[src/sv/pdc_pkg.sv]
// Shared types, codes and helper functions of the pill dispense controller.
// No dependencies; imported by every module of the block.
`timescale 1ns / 1ps

package pdc_pkg;

    // Input beat: one tick or a start request
    typedef struct packed {
        logic       kind;
        logic       beam_level;
        logic [7:0] pill_request;
    } t_in_item;

    // Result beat
    typedef struct packed {
        logic [3:0]  coils;
        logic        busy_res;
        logic        done_res;
        logic [1:0]  status;
        logic [7:0]  pill_count;
        logic [31:0] total_pills;
        logic        break_closed;
        logic [15:0] break_ms;
        logic        break_counted;
    } t_out_item;

    // Configuration register set
    typedef struct packed {
        logic        idle_level;
        logic [7:0]  min_break_ms;
        logic [15:0] jam_ms;
        logic [15:0] base_timeout_ms;
        logic [15:0] per_pill_timeout_ms;
        logic [7:0]  step_period_ms;
        logic [15:0] settle_ms;
        logic        dispense_forward;
    } t_cfg;

    // Beam tracker view, values after the current beat
    typedef struct packed {
        logic        broken;
        logic [15:0] elapsed;
        logic [7:0]  pill_count;
        logic [31:0] total;
        logic        closed;
        logic [15:0] break_ms;
        logic        counted;
    } t_beam_info;

    // Run sequencer view, values after the current beat
    typedef struct packed {
        logic [3:0] coils;
        logic       busy;
        logic       done;
        logic [1:0] status;
    } t_run_info;

    // Stepper position and countdown
    typedef struct packed {
        logic [2:0] idx;
        logic [7:0] cnt;
    } t_step;

    // Run phase, one-hot
    typedef enum logic [2:0] {
        PH_IDLE   = 3'b001,
        PH_DISP   = 3'b010,
        PH_SETTLE = 3'b100
    } t_phase;

    // Item kinds
    localparam logic KIND_TICK  = 1'b0;
    localparam logic KIND_START = 1'b1;

    // Completion status codes
    localparam logic [1:0] ST_OK    = 2'd0;
    localparam logic [1:0] ST_SHORT = 2'd1;
    localparam logic [1:0] ST_JAM   = 2'd2;

    // Configuration register indexes
    localparam int CFG_IDX_W = 4;
    localparam logic [CFG_IDX_W-1:0] CFG_IDLE_LEVEL   = 4'd0;
    localparam logic [CFG_IDX_W-1:0] CFG_MIN_BREAK    = 4'd1;
    localparam logic [CFG_IDX_W-1:0] CFG_JAM          = 4'd2;
    localparam logic [CFG_IDX_W-1:0] CFG_BASE_TIMEOUT = 4'd3;
    localparam logic [CFG_IDX_W-1:0] CFG_PILL_TIMEOUT = 4'd4;
    localparam logic [CFG_IDX_W-1:0] CFG_STEP_PERIOD  = 4'd5;
    localparam logic [CFG_IDX_W-1:0] CFG_SETTLE       = 4'd6;
    localparam logic [CFG_IDX_W-1:0] CFG_DISP_FWD     = 4'd7;
    localparam int CFG_DATA_W = 16;

    // Register reset values
    localparam logic        RST_IDLE_LEVEL   = 1'b1;
    localparam logic [7:0]  RST_MIN_BREAK    = 8'd8;
    localparam logic [15:0] RST_JAM          = 16'd1500;
    localparam logic [15:0] RST_BASE_TIMEOUT = 16'd5000;
    localparam logic [15:0] RST_PILL_TIMEOUT = 16'd15000;
    localparam logic [7:0]  RST_STEP_PERIOD  = 8'd2;
    localparam logic [15:0] RST_SETTLE       = 16'd1000;
    localparam logic        RST_DISP_FWD     = 1'b1;

    // Saturation limits
    localparam logic [7:0]  PILL_MAX  = 8'hFF;
    localparam logic [15:0] BREAK_MAX = 16'hFFFF;
    localparam logic [23:0] RUN_MAX   = 24'hFF_FFFF;

    // Half-step coil pattern, bit0 drives the first coil
    function automatic logic [3:0] halfstep(input logic [2:0] idx);
        logic [3:0] pat;
        case (idx)
            3'd0:    pat = 4'b0001;
            3'd1:    pat = 4'b0011;
            3'd2:    pat = 4'b0010;
            3'd3:    pat = 4'b0110;
            3'd4:    pat = 4'b0100;
            3'd5:    pat = 4'b1100;
            3'd6:    pat = 4'b1000;
            3'd7:    pat = 4'b1001;
            default: pat = 4'b0000;
        endcase
        return pat;
    endfunction

    // One tick of the step timer: step on zero and reload, else count down
    function automatic t_step timed_step(input logic [7:0] cnt, input logic [2:0] idx,
                                         input logic fwd, input logic [7:0] period);
        t_step res;
        res.idx = idx;
        res.cnt = cnt - 8'd1;
        if (cnt == 8'd0) begin
            res.idx = fwd ? (idx + 3'd1) : (idx - 3'd1);
            // a zero period behaves as one
            res.cnt = (period == 8'd0) ? 8'd0 : (period - 8'd1);
        end
        return res;
    endfunction

endpackage

[src/sv/pdc_cfg.sv]
// Configuration register file of the dispense controller.
// Depends on pdc_pkg for the register set type, indexes and reset values.
`timescale 1ns / 1ps

module pdc_cfg (
    input  logic                           i_clk,
    input  logic                           i_rst_n,
    input  logic                           i_cfg_valid,
    output logic                           o_cfg_ready,
    input  logic [pdc_pkg::CFG_IDX_W-1:0]  i_cfg_index,
    input  logic [pdc_pkg::CFG_DATA_W-1:0] i_cfg_data,
    output pdc_pkg::t_cfg                  o_cfg
);
    import pdc_pkg::*;

    t_cfg r_cfg;
    t_cfg n_cfg;
    logic wr_en;

    // Writes are taken in any cycle
    assign o_cfg_ready = 1'b1;
    assign wr_en       = i_cfg_valid && o_cfg_ready;

    // Decode the index into one register field
    always_comb begin
        n_cfg = r_cfg;
        if (wr_en) begin
            case (i_cfg_index)
                CFG_IDLE_LEVEL:   n_cfg.idle_level          = i_cfg_data[0];
                CFG_MIN_BREAK:    n_cfg.min_break_ms        = i_cfg_data[7:0];
                CFG_JAM:          n_cfg.jam_ms              = i_cfg_data;
                CFG_BASE_TIMEOUT: n_cfg.base_timeout_ms     = i_cfg_data;
                CFG_PILL_TIMEOUT: n_cfg.per_pill_timeout_ms = i_cfg_data;
                CFG_STEP_PERIOD:  n_cfg.step_period_ms      = i_cfg_data[7:0];
                CFG_SETTLE:       n_cfg.settle_ms           = i_cfg_data;
                CFG_DISP_FWD:     n_cfg.dispense_forward    = i_cfg_data[0];
                default:          n_cfg = r_cfg;
            endcase
        end
    end

    always_ff @(posedge i_clk) begin
        if (!i_rst_n) begin
            r_cfg.idle_level          <= RST_IDLE_LEVEL;
            r_cfg.min_break_ms        <= RST_MIN_BREAK;
            r_cfg.jam_ms              <= RST_JAM;
            r_cfg.base_timeout_ms     <= RST_BASE_TIMEOUT;
            r_cfg.per_pill_timeout_ms <= RST_PILL_TIMEOUT;
            r_cfg.step_period_ms      <= RST_STEP_PERIOD;
            r_cfg.settle_ms           <= RST_SETTLE;
            r_cfg.dispense_forward    <= RST_DISP_FWD;
        end else begin
            r_cfg <= n_cfg;
        end
    end

    assign o_cfg = r_cfg;

endmodule

[src/sv/pdc_beam.sv]
// Beam break tracker: edge detection, break length and pill counters.
// Depends on pdc_pkg for the configuration and tracker view types.
`timescale 1ns / 1ps

module pdc_beam (
    input  logic                i_clk,
    input  logic                i_rst_n,
    input  logic                i_tick,
    input  logic                i_clear,
    input  logic                i_level,
    input  pdc_pkg::t_cfg       i_cfg,
    output pdc_pkg::t_beam_info o_beam
);
    import pdc_pkg::*;

    logic        r_prev,    n_prev;
    logic        r_broken,  n_broken;
    logic [15:0] r_elapsed, n_elapsed;
    logic [7:0]  r_pill,    n_pill;
    logic [31:0] r_total,   n_total;
    logic        closed;
    logic [15:0] bms;
    logic        counted;

    // Per-tick update: grow the open break, then handle the level change
    always_comb begin
        n_broken  = r_broken;
        n_elapsed = r_elapsed;
        n_pill    = r_pill;
        n_total   = r_total;
        n_prev    = r_prev;
        closed    = 1'b0;
        bms       = '0;
        counted   = 1'b0;
        if (i_clear) begin
            // start of a run: drop any open break, keep the last level
            n_broken  = 1'b0;
            n_elapsed = '0;
            n_pill    = '0;
        end else if (i_tick) begin
            n_prev = i_level;
            if (r_broken && (r_elapsed != BREAK_MAX)) begin
                n_elapsed = r_elapsed + 16'd1;
            end
            if (i_level != r_prev) begin
                if (i_level != i_cfg.idle_level) begin
                    if (!r_broken) begin
                        n_broken  = 1'b1;
                        n_elapsed = '0;
                    end
                end else if (r_broken) begin
                    n_broken = 1'b0;
                    closed   = 1'b1;
                    bms      = n_elapsed;
                    counted  = (n_elapsed >= 16'(i_cfg.min_break_ms));
                    if (counted) begin
                        if (r_pill != PILL_MAX) begin
                            n_pill = r_pill + 8'd1;
                        end
                        n_total = r_total + 32'd1;
                    end
                end
            end
        end
    end

    always_ff @(posedge i_clk) begin
        if (!i_rst_n) begin
            r_prev    <= RST_IDLE_LEVEL;
            r_broken  <= 1'b0;
            r_elapsed <= '0;
            r_pill    <= '0;
            r_total   <= '0;
        end else begin
            r_prev    <= n_prev;
            r_broken  <= n_broken;
            r_elapsed <= n_elapsed;
            r_pill    <= n_pill;
            r_total   <= n_total;
        end
    end

    assign o_beam.broken     = n_broken;
    assign o_beam.elapsed    = n_elapsed;
    assign o_beam.pill_count = n_pill;
    assign o_beam.total      = n_total;
    assign o_beam.closed     = closed;
    assign o_beam.break_ms   = bms;
    assign o_beam.counted    = counted;

endmodule

[src/sv/pdc_run.sv]
// Run sequencer: dispense and settle phases, stepper timing, end of run.
// Depends on pdc_pkg for phase codes, status codes and step helpers.
`timescale 1ns / 1ps

module pdc_run (
    input  logic                i_clk,
    input  logic                i_rst_n,
    input  logic                i_tick,
    input  logic                i_start,
    input  logic [7:0]          i_req,
    input  pdc_pkg::t_cfg       i_cfg,
    input  pdc_pkg::t_beam_info i_beam,
    output logic                o_idle,
    output pdc_pkg::t_run_info  o_run
);
    import pdc_pkg::*;

    t_phase      r_phase,   n_phase;
    logic [2:0]  r_idx,     n_idx;
    logic [7:0]  r_cnt,     n_cnt;
    logic [23:0] r_elapsed, n_elapsed;
    logic [23:0] r_limit,   n_limit;
    logic [7:0]  r_req,     n_req;
    logic        done;
    logic [1:0]  status;
    logic        settle_now;
    logic [23:0] s_el;
    logic [7:0]  s_cnt;
    logic [23:0] el1;
    logic [7:0]  req_eff;
    logic [23:0] limit_new;
    t_step       stp;

    assign o_idle  = (r_phase == PH_IDLE);
    assign req_eff = (i_req == 8'd0) ? 8'd1 : i_req;
    // 16 x 8 product plus base always fits 24 bits
    assign limit_new = 24'(i_cfg.base_timeout_ms)
                     + 24'(i_cfg.per_pill_timeout_ms) * 24'(req_eff);
    assign el1 = (r_elapsed != RUN_MAX) ? (r_elapsed + 24'd1) : r_elapsed;

    // Phase sequencing for one beat
    always_comb begin
        n_phase    = r_phase;
        n_idx      = r_idx;
        n_cnt      = r_cnt;
        n_elapsed  = r_elapsed;
        n_limit    = r_limit;
        n_req      = r_req;
        done       = 1'b0;
        status     = ST_OK;
        settle_now = 1'b0;
        s_el       = r_elapsed;
        s_cnt      = r_cnt;
        stp        = '0;
        if (i_start) begin
            // a start while busy is ignored
            if (r_phase == PH_IDLE) begin
                n_req     = req_eff;
                n_elapsed = '0;
                n_limit   = limit_new;
                n_cnt     = '0;
                n_phase   = PH_DISP;
            end
        end else if (i_tick) begin
            case (r_phase)
                PH_DISP: begin
                    n_elapsed = el1;
                    if (i_beam.pill_count >= r_req) begin
                        // enough pills: settle starts on this same tick
                        settle_now = 1'b1;
                        s_el       = '0;
                        s_cnt      = '0;
                    end else if (i_beam.broken && (i_beam.elapsed > i_cfg.jam_ms)) begin
                        done    = 1'b1;
                        status  = ST_JAM;
                        n_phase = PH_IDLE;
                    end else if (el1 > r_limit) begin
                        done    = 1'b1;
                        status  = (i_beam.pill_count != 8'd0) ? ST_SHORT : ST_JAM;
                        n_phase = PH_IDLE;
                    end else begin
                        stp   = timed_step(r_cnt, r_idx, i_cfg.dispense_forward,
                                           i_cfg.step_period_ms);
                        n_idx = stp.idx;
                        n_cnt = stp.cnt;
                    end
                end
                PH_SETTLE: begin
                    settle_now = 1'b1;
                end
                PH_IDLE: begin
                    n_phase = PH_IDLE;
                end
                default: begin
                    n_phase = PH_IDLE;
                end
            endcase

            // settle: reverse stepping until settle_ms ticks have passed
            if (settle_now) begin
                n_phase   = PH_SETTLE;
                n_elapsed = s_el;
                n_cnt     = s_cnt;
                if (s_el >= 24'(i_cfg.settle_ms)) begin
                    done    = 1'b1;
                    status  = ST_OK;
                    n_phase = PH_IDLE;
                end else begin
                    n_elapsed = s_el + 24'd1;
                    stp       = timed_step(s_cnt, r_idx, !i_cfg.dispense_forward,
                                           i_cfg.step_period_ms);
                    n_idx     = stp.idx;
                    n_cnt     = stp.cnt;
                end
            end
        end
    end

    always_ff @(posedge i_clk) begin
        if (!i_rst_n) begin
            r_phase   <= PH_IDLE;
            r_idx     <= '0;
            r_cnt     <= '0;
            r_elapsed <= '0;
            r_limit   <= '0;
            r_req     <= '0;
        end else begin
            r_phase   <= n_phase;
            r_idx     <= n_idx;
            r_cnt     <= n_cnt;
            r_elapsed <= n_elapsed;
            r_limit   <= n_limit;
            r_req     <= n_req;
        end
    end

    assign o_run.busy   = (n_phase != PH_IDLE);
    assign o_run.coils  = (n_phase != PH_IDLE) ? halfstep(n_idx) : 4'b0000;
    assign o_run.done   = done;
    assign o_run.status = done ? status : ST_OK;

endmodule

[src/sv/pill_dispense_controller_core.sv]
// Top level of the pill dispense controller: input register, update logic, result register.
// Depends on pdc_pkg, pdc_cfg, pdc_beam and pdc_run.
//
//   channel   signals                                   direction
//   input     i_in_valid, o_in_stall, i_in_data         tick or start beat in
//   result    o_out_valid, i_out_stall, o_out_data      one result beat per input beat
//   config    i_cfg_valid, o_cfg_ready, i_cfg_index,    register write
//             i_cfg_data
//
// An input beat is registered, then processed into the result register;
// one beat per cycle is sustained while the result side does not stall.
// The update of beam tracker and run sequencer is combinational logic.
// Synchronous active-low reset clears all control and counter state.
// A stalled result holds; the input side stalls only while its register cannot drain.
`timescale 1ns / 1ps

module pill_dispense_controller_core (
    input  logic                           i_clk,
    input  logic                           i_rst_n,
    input  logic                           i_in_valid,
    output logic                           o_in_stall,
    input  pdc_pkg::t_in_item              i_in_data,
    output logic                           o_out_valid,
    input  logic                           i_out_stall,
    output pdc_pkg::t_out_item             o_out_data,
    input  logic                           i_cfg_valid,
    output logic                           o_cfg_ready,
    input  logic [pdc_pkg::CFG_IDX_W-1:0]  i_cfg_index,
    input  logic [pdc_pkg::CFG_DATA_W-1:0] i_cfg_data
);
    import pdc_pkg::*;

    logic       r_in_valid;
    t_in_item   r_in_data;
    logic       r_out_valid;
    t_out_item  r_out_data;
    t_out_item  n_out_data;
    logic       advance;
    logic       accept_in;
    logic       tick;
    logic       start;
    logic       run_idle;
    t_cfg       cfg;
    t_beam_info beam;
    t_run_info  run;

    // Handshake: process the held beat whenever the result register is free
    assign advance    = r_in_valid && (!r_out_valid || !i_out_stall);
    assign o_in_stall = r_in_valid && !advance;
    assign accept_in  = i_in_valid && !o_in_stall;
    assign tick       = advance && (r_in_data.kind == KIND_TICK);
    assign start      = advance && (r_in_data.kind == KIND_START);

    pdc_cfg u_cfg (
        .i_clk       (i_clk),
        .i_rst_n     (i_rst_n),
        .i_cfg_valid (i_cfg_valid),
        .o_cfg_ready (o_cfg_ready),
        .i_cfg_index (i_cfg_index),
        .i_cfg_data  (i_cfg_data),
        .o_cfg       (cfg)
    );

    pdc_beam u_beam (
        .i_clk   (i_clk),
        .i_rst_n (i_rst_n),
        .i_tick  (tick),
        .i_clear (start && run_idle),
        .i_level (r_in_data.beam_level),
        .i_cfg   (cfg),
        .o_beam  (beam)
    );

    pdc_run u_run (
        .i_clk   (i_clk),
        .i_rst_n (i_rst_n),
        .i_tick  (tick),
        .i_start (start),
        .i_req   (r_in_data.pill_request),
        .i_cfg   (cfg),
        .i_beam  (beam),
        .o_idle  (run_idle),
        .o_run   (run)
    );

    // Result beat assembly
    always_comb begin
        n_out_data.coils         = run.coils;
        n_out_data.busy_res      = run.busy;
        n_out_data.done_res      = run.done;
        n_out_data.status        = run.status;
        n_out_data.pill_count    = beam.pill_count;
        n_out_data.total_pills   = beam.total;
        n_out_data.break_closed  = beam.closed;
        n_out_data.break_ms      = beam.break_ms;
        n_out_data.break_counted = beam.counted;
    end

    // Valid flags
    always_ff @(posedge i_clk) begin
        if (!i_rst_n) begin
            r_in_valid  <= 1'b0;
            r_out_valid <= 1'b0;
        end else begin
            r_in_valid  <= accept_in || (r_in_valid && !advance);
            r_out_valid <= advance || (r_out_valid && i_out_stall);
        end
    end

    // Payload registers
    always_ff @(posedge i_clk) begin
        if (accept_in) begin
            r_in_data <= i_in_data;
        end
        if (advance) begin
            r_out_data <= n_out_data;
        end
    end

    assign o_out_valid = r_out_valid;
    assign o_out_data  = r_out_data;

endmodule

[config.mk]
export PLATFORM = sky130hd
export DESIGN_NAME = pill_dispense_controller_core
export DESIGN_NICKNAME = d
export VERILOG_FILES = /design/src/sv/pdc_pkg.sv /design/src/sv/pdc_cfg.sv /design/src/sv/pdc_beam.sv /design/src/sv/pdc_run.sv /design/src/sv/pill_dispense_controller_core.sv
export SDC_FILE = /design/constraint.sdc
export NUM_CORES = 1
export LEC_CHECK = 0
export ABC_AREA = 1
export BUFFER_PORTS_ARGS = -buffer_cell sky130_fd_sc_hd__buf_2
export CAP_MARGIN = 20
export CORE_MARGIN = 4
export CORE_UTILIZATION = 64
export CTS_BUF_LIST = sky130_fd_sc_hd__clkbuf_4
export DETAILED_ROUTE_END_ITERATION = 12
export PLACE_DENSITY_LB_ADDON = 0.3
export RECOVER_POWER = 25
export SLEW_MARGIN = 10
export SYNTH_ARGS = -nofsm -noshare
export SYNTH_HDL_FRONTEND = slang
export SYNTH_SLANG_ARGS = --single-unit
[constraint.sdc]
create_clock -name i_clk -period 6.9 [get_ports i_clk]
set_clock_uncertainty 0.05 [all_clocks]
set_input_delay 1.035 -clock i_clk [delete_from_list [all_inputs] [get_ports i_clk]]
set_output_delay 1.035 -clock i_clk [all_outputs]
set_load 0.1 [all_outputs]
==> impl_metrics.toml <==
[die]
chipHeight_um = 186
initial_core_util = 0.655
ioPinCount = 104
core-area_mm2 = 0.0308
dieArea_mm2 = 0.0344
die_w_um = 186
fp-row-count = 64

[sta]
setup_slack_ns = 0.335
finalHoldViolations = 0
setup_viol = 0
period_needed_ns = 6.56
tns_ns = 0
max_freq_mhz = 152
maxSlewViolCount = 150
period_share = 0.951
worst_pin_slew_ns = 3.60
relSlewSlack = -1.40

[pwr]
swShare = 0.356
finalPower_w = 0.00493
power_density_mw_per_mm2 = 222
power.switching_w = 0.00175
ir_worst_vdd_v = 0.000225
p_seq_frac = 0.367
intPower_w = 0.00318
p_leak_nw = 10.4
power_frac_comb = 0.293
p_clk_frac = 0.340

[yosys]
synth-async-reset-ratio = 0
synthFlopType = "dfxtp_1"
yosysUniqueCellTypes = 60
syn_inst = 2724
syn_avg_cell_area_um2 = 7.41
yosysWarnings = 0
ys_seq_elements = 288
synthesis.area_mm2 = 0.0202
synth_enable_flop_cells = 76
synthesis.nets = 2986
yosysSeqAreaShare = 0.323

[global_routing]
use_met3 = 0.0537
use_met1 = 0.374
grt_pass1_wl_um = 87700
grt_pass1_vias = 18300
grt.overflow.total = 0
use_met2 = 0.540
grt-busiest-layer = "met2"
grt_util_all_layers = 0.313
grt_max_degree = 83
antenna_found_initial = 1

[worst_hold_path]
hold_class = "input port to flop"
min_from = "i_in_data[8]"
min_delay_path_depth = 1
whs_endpoint = "r_in_data[8]$_DFFE_PP_"

[drt]
vias = 18700
wl_per_cell_um = 16.4
viasPerCell = 5.65
firstDrtPassIters = 7
drt_wl_total_um = 54200
antenna_left = 0
drcViolationCount = 0
drt_iter0_drc = 1804

[final_layout]
register_area_mm2 = 0.00653
nFillCells = 2481
drive_gt1_frac = 0.120
final_util = 0.721
multi_input_area_mm2 = 0.0115
area_delta_synth_final_pct = 10.2
finalNetCount = 3108

[critical_path]
required_ns = 7.33
path_delay_family = "simple AND/OR/NAND/NOR gates"
rrSetupSlack_ns = 0.34
cp.arrival_ns = 7.00
path_common_cell = "nand2_1"
end_kind = "flop"
ff2ff_path_depth = 39
r2r_start = "u_beam.r_elapsed[1]$_SDFF_PN0_"
cpMaxStageDelayCell = "dfxtp_1"
critical-path-max-stage-delay_ns = 0.39
critPathLaunchType = "flop"
reg2reg_to = "o_out_data[62]$_SDFFCE_PN0P_"
crit_fanout = 16
worstSetupPathType = "flop to flop"
cp_num_buf_inv = 6

[clock_network]
path_clk_slew_ns = 0.07
cts_buffers = 79
cts_max_path_buffers = 3
cts_sinks = 288
clock_latency_ns = 0.76
clockRootBuffer = "clkbuf_4"
cts_tree = "done"
htreeDepth = 3

[outcome]
outcome = "finished, violations left"
violations = "max-capacitance violations, max-slew violations"

[placement]
dpl.hpwl_um = 39800
gp_congestion = 0.986
place.port_buffers = 102
pre_cts_ws_ns = 0.127

[flow_run]
drv_cap = 2
## worst max-delay path by stage
stage | end | cells past startpoint | startpoint
global placement | o_out_data[63]$_SDFFCE_PP0P_ | 40 | u_beam.r_elapsed[0]$_SDFF_PN0_
floorplan | o_out_data[63]$_SDFFCE_PP0P_ | 41 | u_beam.r_elapsed[0]$_SDFF_PN0_
finish | o_out_data[62]$_SDFFCE_PN0P_ | 39 | u_beam.r_elapsed[1]$_SDFF_PN0_
CTS | o_out_data[62]$_SDFFCE_PN0P_ | 38 | u_beam.r_elapsed[0]$_SDFF_PN0_
global route | o_out_data[62]$_SDFFCE_PN0P_ | 40 | u_beam.r_elapsed[1]$_SDFF_PN0_
detailed placement | o_out_data[62]$_SDFFCE_PN0P_ | 38 | u_beam.r_elapsed[0]$_SDFF_PN0_
## per-layer routing
metal | wire (µm) | part of all wire
met1 | 21200 | 0.39
met2 | 25900 | 0.48
met3 | 4190 | 0.077
met4 | 2930 | 0.054
met5 | 0 | 0
## worst reg2reg max path: cells and delay by family (launching register included)
| kind | cells | cell delay [ns] |
|---|---|---|
| AO/OA/AOI/OAI | 9 | 1.36 |
| adder cells (fa/ha/maj) | 4 | 1.14 |
| buffers and inverters | 6 | 0.86 |
| flip-flops | 1 | 0.39 |
| AND/OR/NAND/NOR | 20 | 2.53 |
## state kept, by name, indices dropped and copies added, names as in the netlist
name,count
u_run.r_idx,3
u_run.r_req,8
u_run.r_phase,3
u_beam.r_elapsed,16
u_cfg.o_cfg,82
u_beam.r_broken,1
u_beam.r_pill,8
u_run.r_elapsed,24
u_run.r_cnt,8
r_in_data,10
u_beam.r_prev,1
u_beam.r_total,32
o_out_valid,1
r_in_valid,1
o_out_data,66
u_run.r_limit,24
## cell usage after synthesis (all sizes together) (8+ instances only)
library cell	number	area, µm²
o22ai	8	50.1
ha	127	1590
buf	21	111
nand2	557	2160
or2	11	68.8
nor3	62	325
nand3b	9	67.6
nor2	299	1200
edfxtp	76	2280
nand4	46	309
xor2	51	447
o211ai	25	188
nand3	107	561
clkbuf	77	289
a21oi	191	960
fa	100	2000
xnor2	17	149
inv	490	1840
dfxtp	212	4240
nor4	12	75.1
o21ai	175	887
## timing repair
item,4_1_cts,5_1_grt
setup buffers,0,7
gates resized for setup,0,26
hold buffers,0,0
hold endpoints to repair,0,0
endpoints found under the setup margin,0,38
## placed cells by master, fill, tap and decap left out, types with 6 or more instances in the layout
master / instances
o21ai_0: 167
nor4_1: 12
nand2_2: 21
nor2_2: 11
edfxtp_1: 76
ha_1: 126
nand2_1: 534
nor2_1: 279
nand3_1: 100
o21ai_1: 7
or2_2: 8
fa_1: 100
clkbuf_4: 116
buf_4: 32
a21oi_1: 189
inv_2: 12
xor2_1: 50
nor3_1: 57
clkinv_1: 19
nand3b_1: 9
xnor2_1: 17
nor2_4: 9
nand3_2: 6
inv_1: 476
nand4_1: 44
o211ai_1: 25
buf_2: 100
dfxtp_1: 211
o22ai_1: 8
## power groups by stage
stage	clock network [W]	logic, W	registers [W]
floorplan	0	0.000973	0.00195
global placement	0	0.00138	0.00184
detailed placement	0	0.00141	0.00184
CTS	0.00170	0.00142	0.00181
global route	0.00179	0.00162	0.00181
finish	0.00168	0.00144	0.00181
## cell type report
type,instances,share of cell area
inverter,492,0.0835
clock inverter,29,0.00945
timing repair buffer,137,0.0345
tap,396,0.0223
clock buffer,116,0.0392
multi-input combinational,1848,0.517
sequential,288,0.294
antenna,1,0.000113
## logic make-up after synthesis
kind of cell	share of synthesized area
fa+ha+maj	0.178
other cells	0.000186
simple gates	0.239
compound gates	0.118
buf+inv	0.111
flops	0.323
xor+xnor	0.0295
## through the flow
stage               cell area (µm²)  std cells  hold slack (ns)
finish                        22200       3307            0.409
global route                  22200       3307            0.359
CTS                           22100       3297            0.343
detailed placement            21000       3152            0.405
global placement              21000       3152            0.401
floorplan                     20200       2724            0.383
No activity file was read; power rests on OpenSTA's default activity.
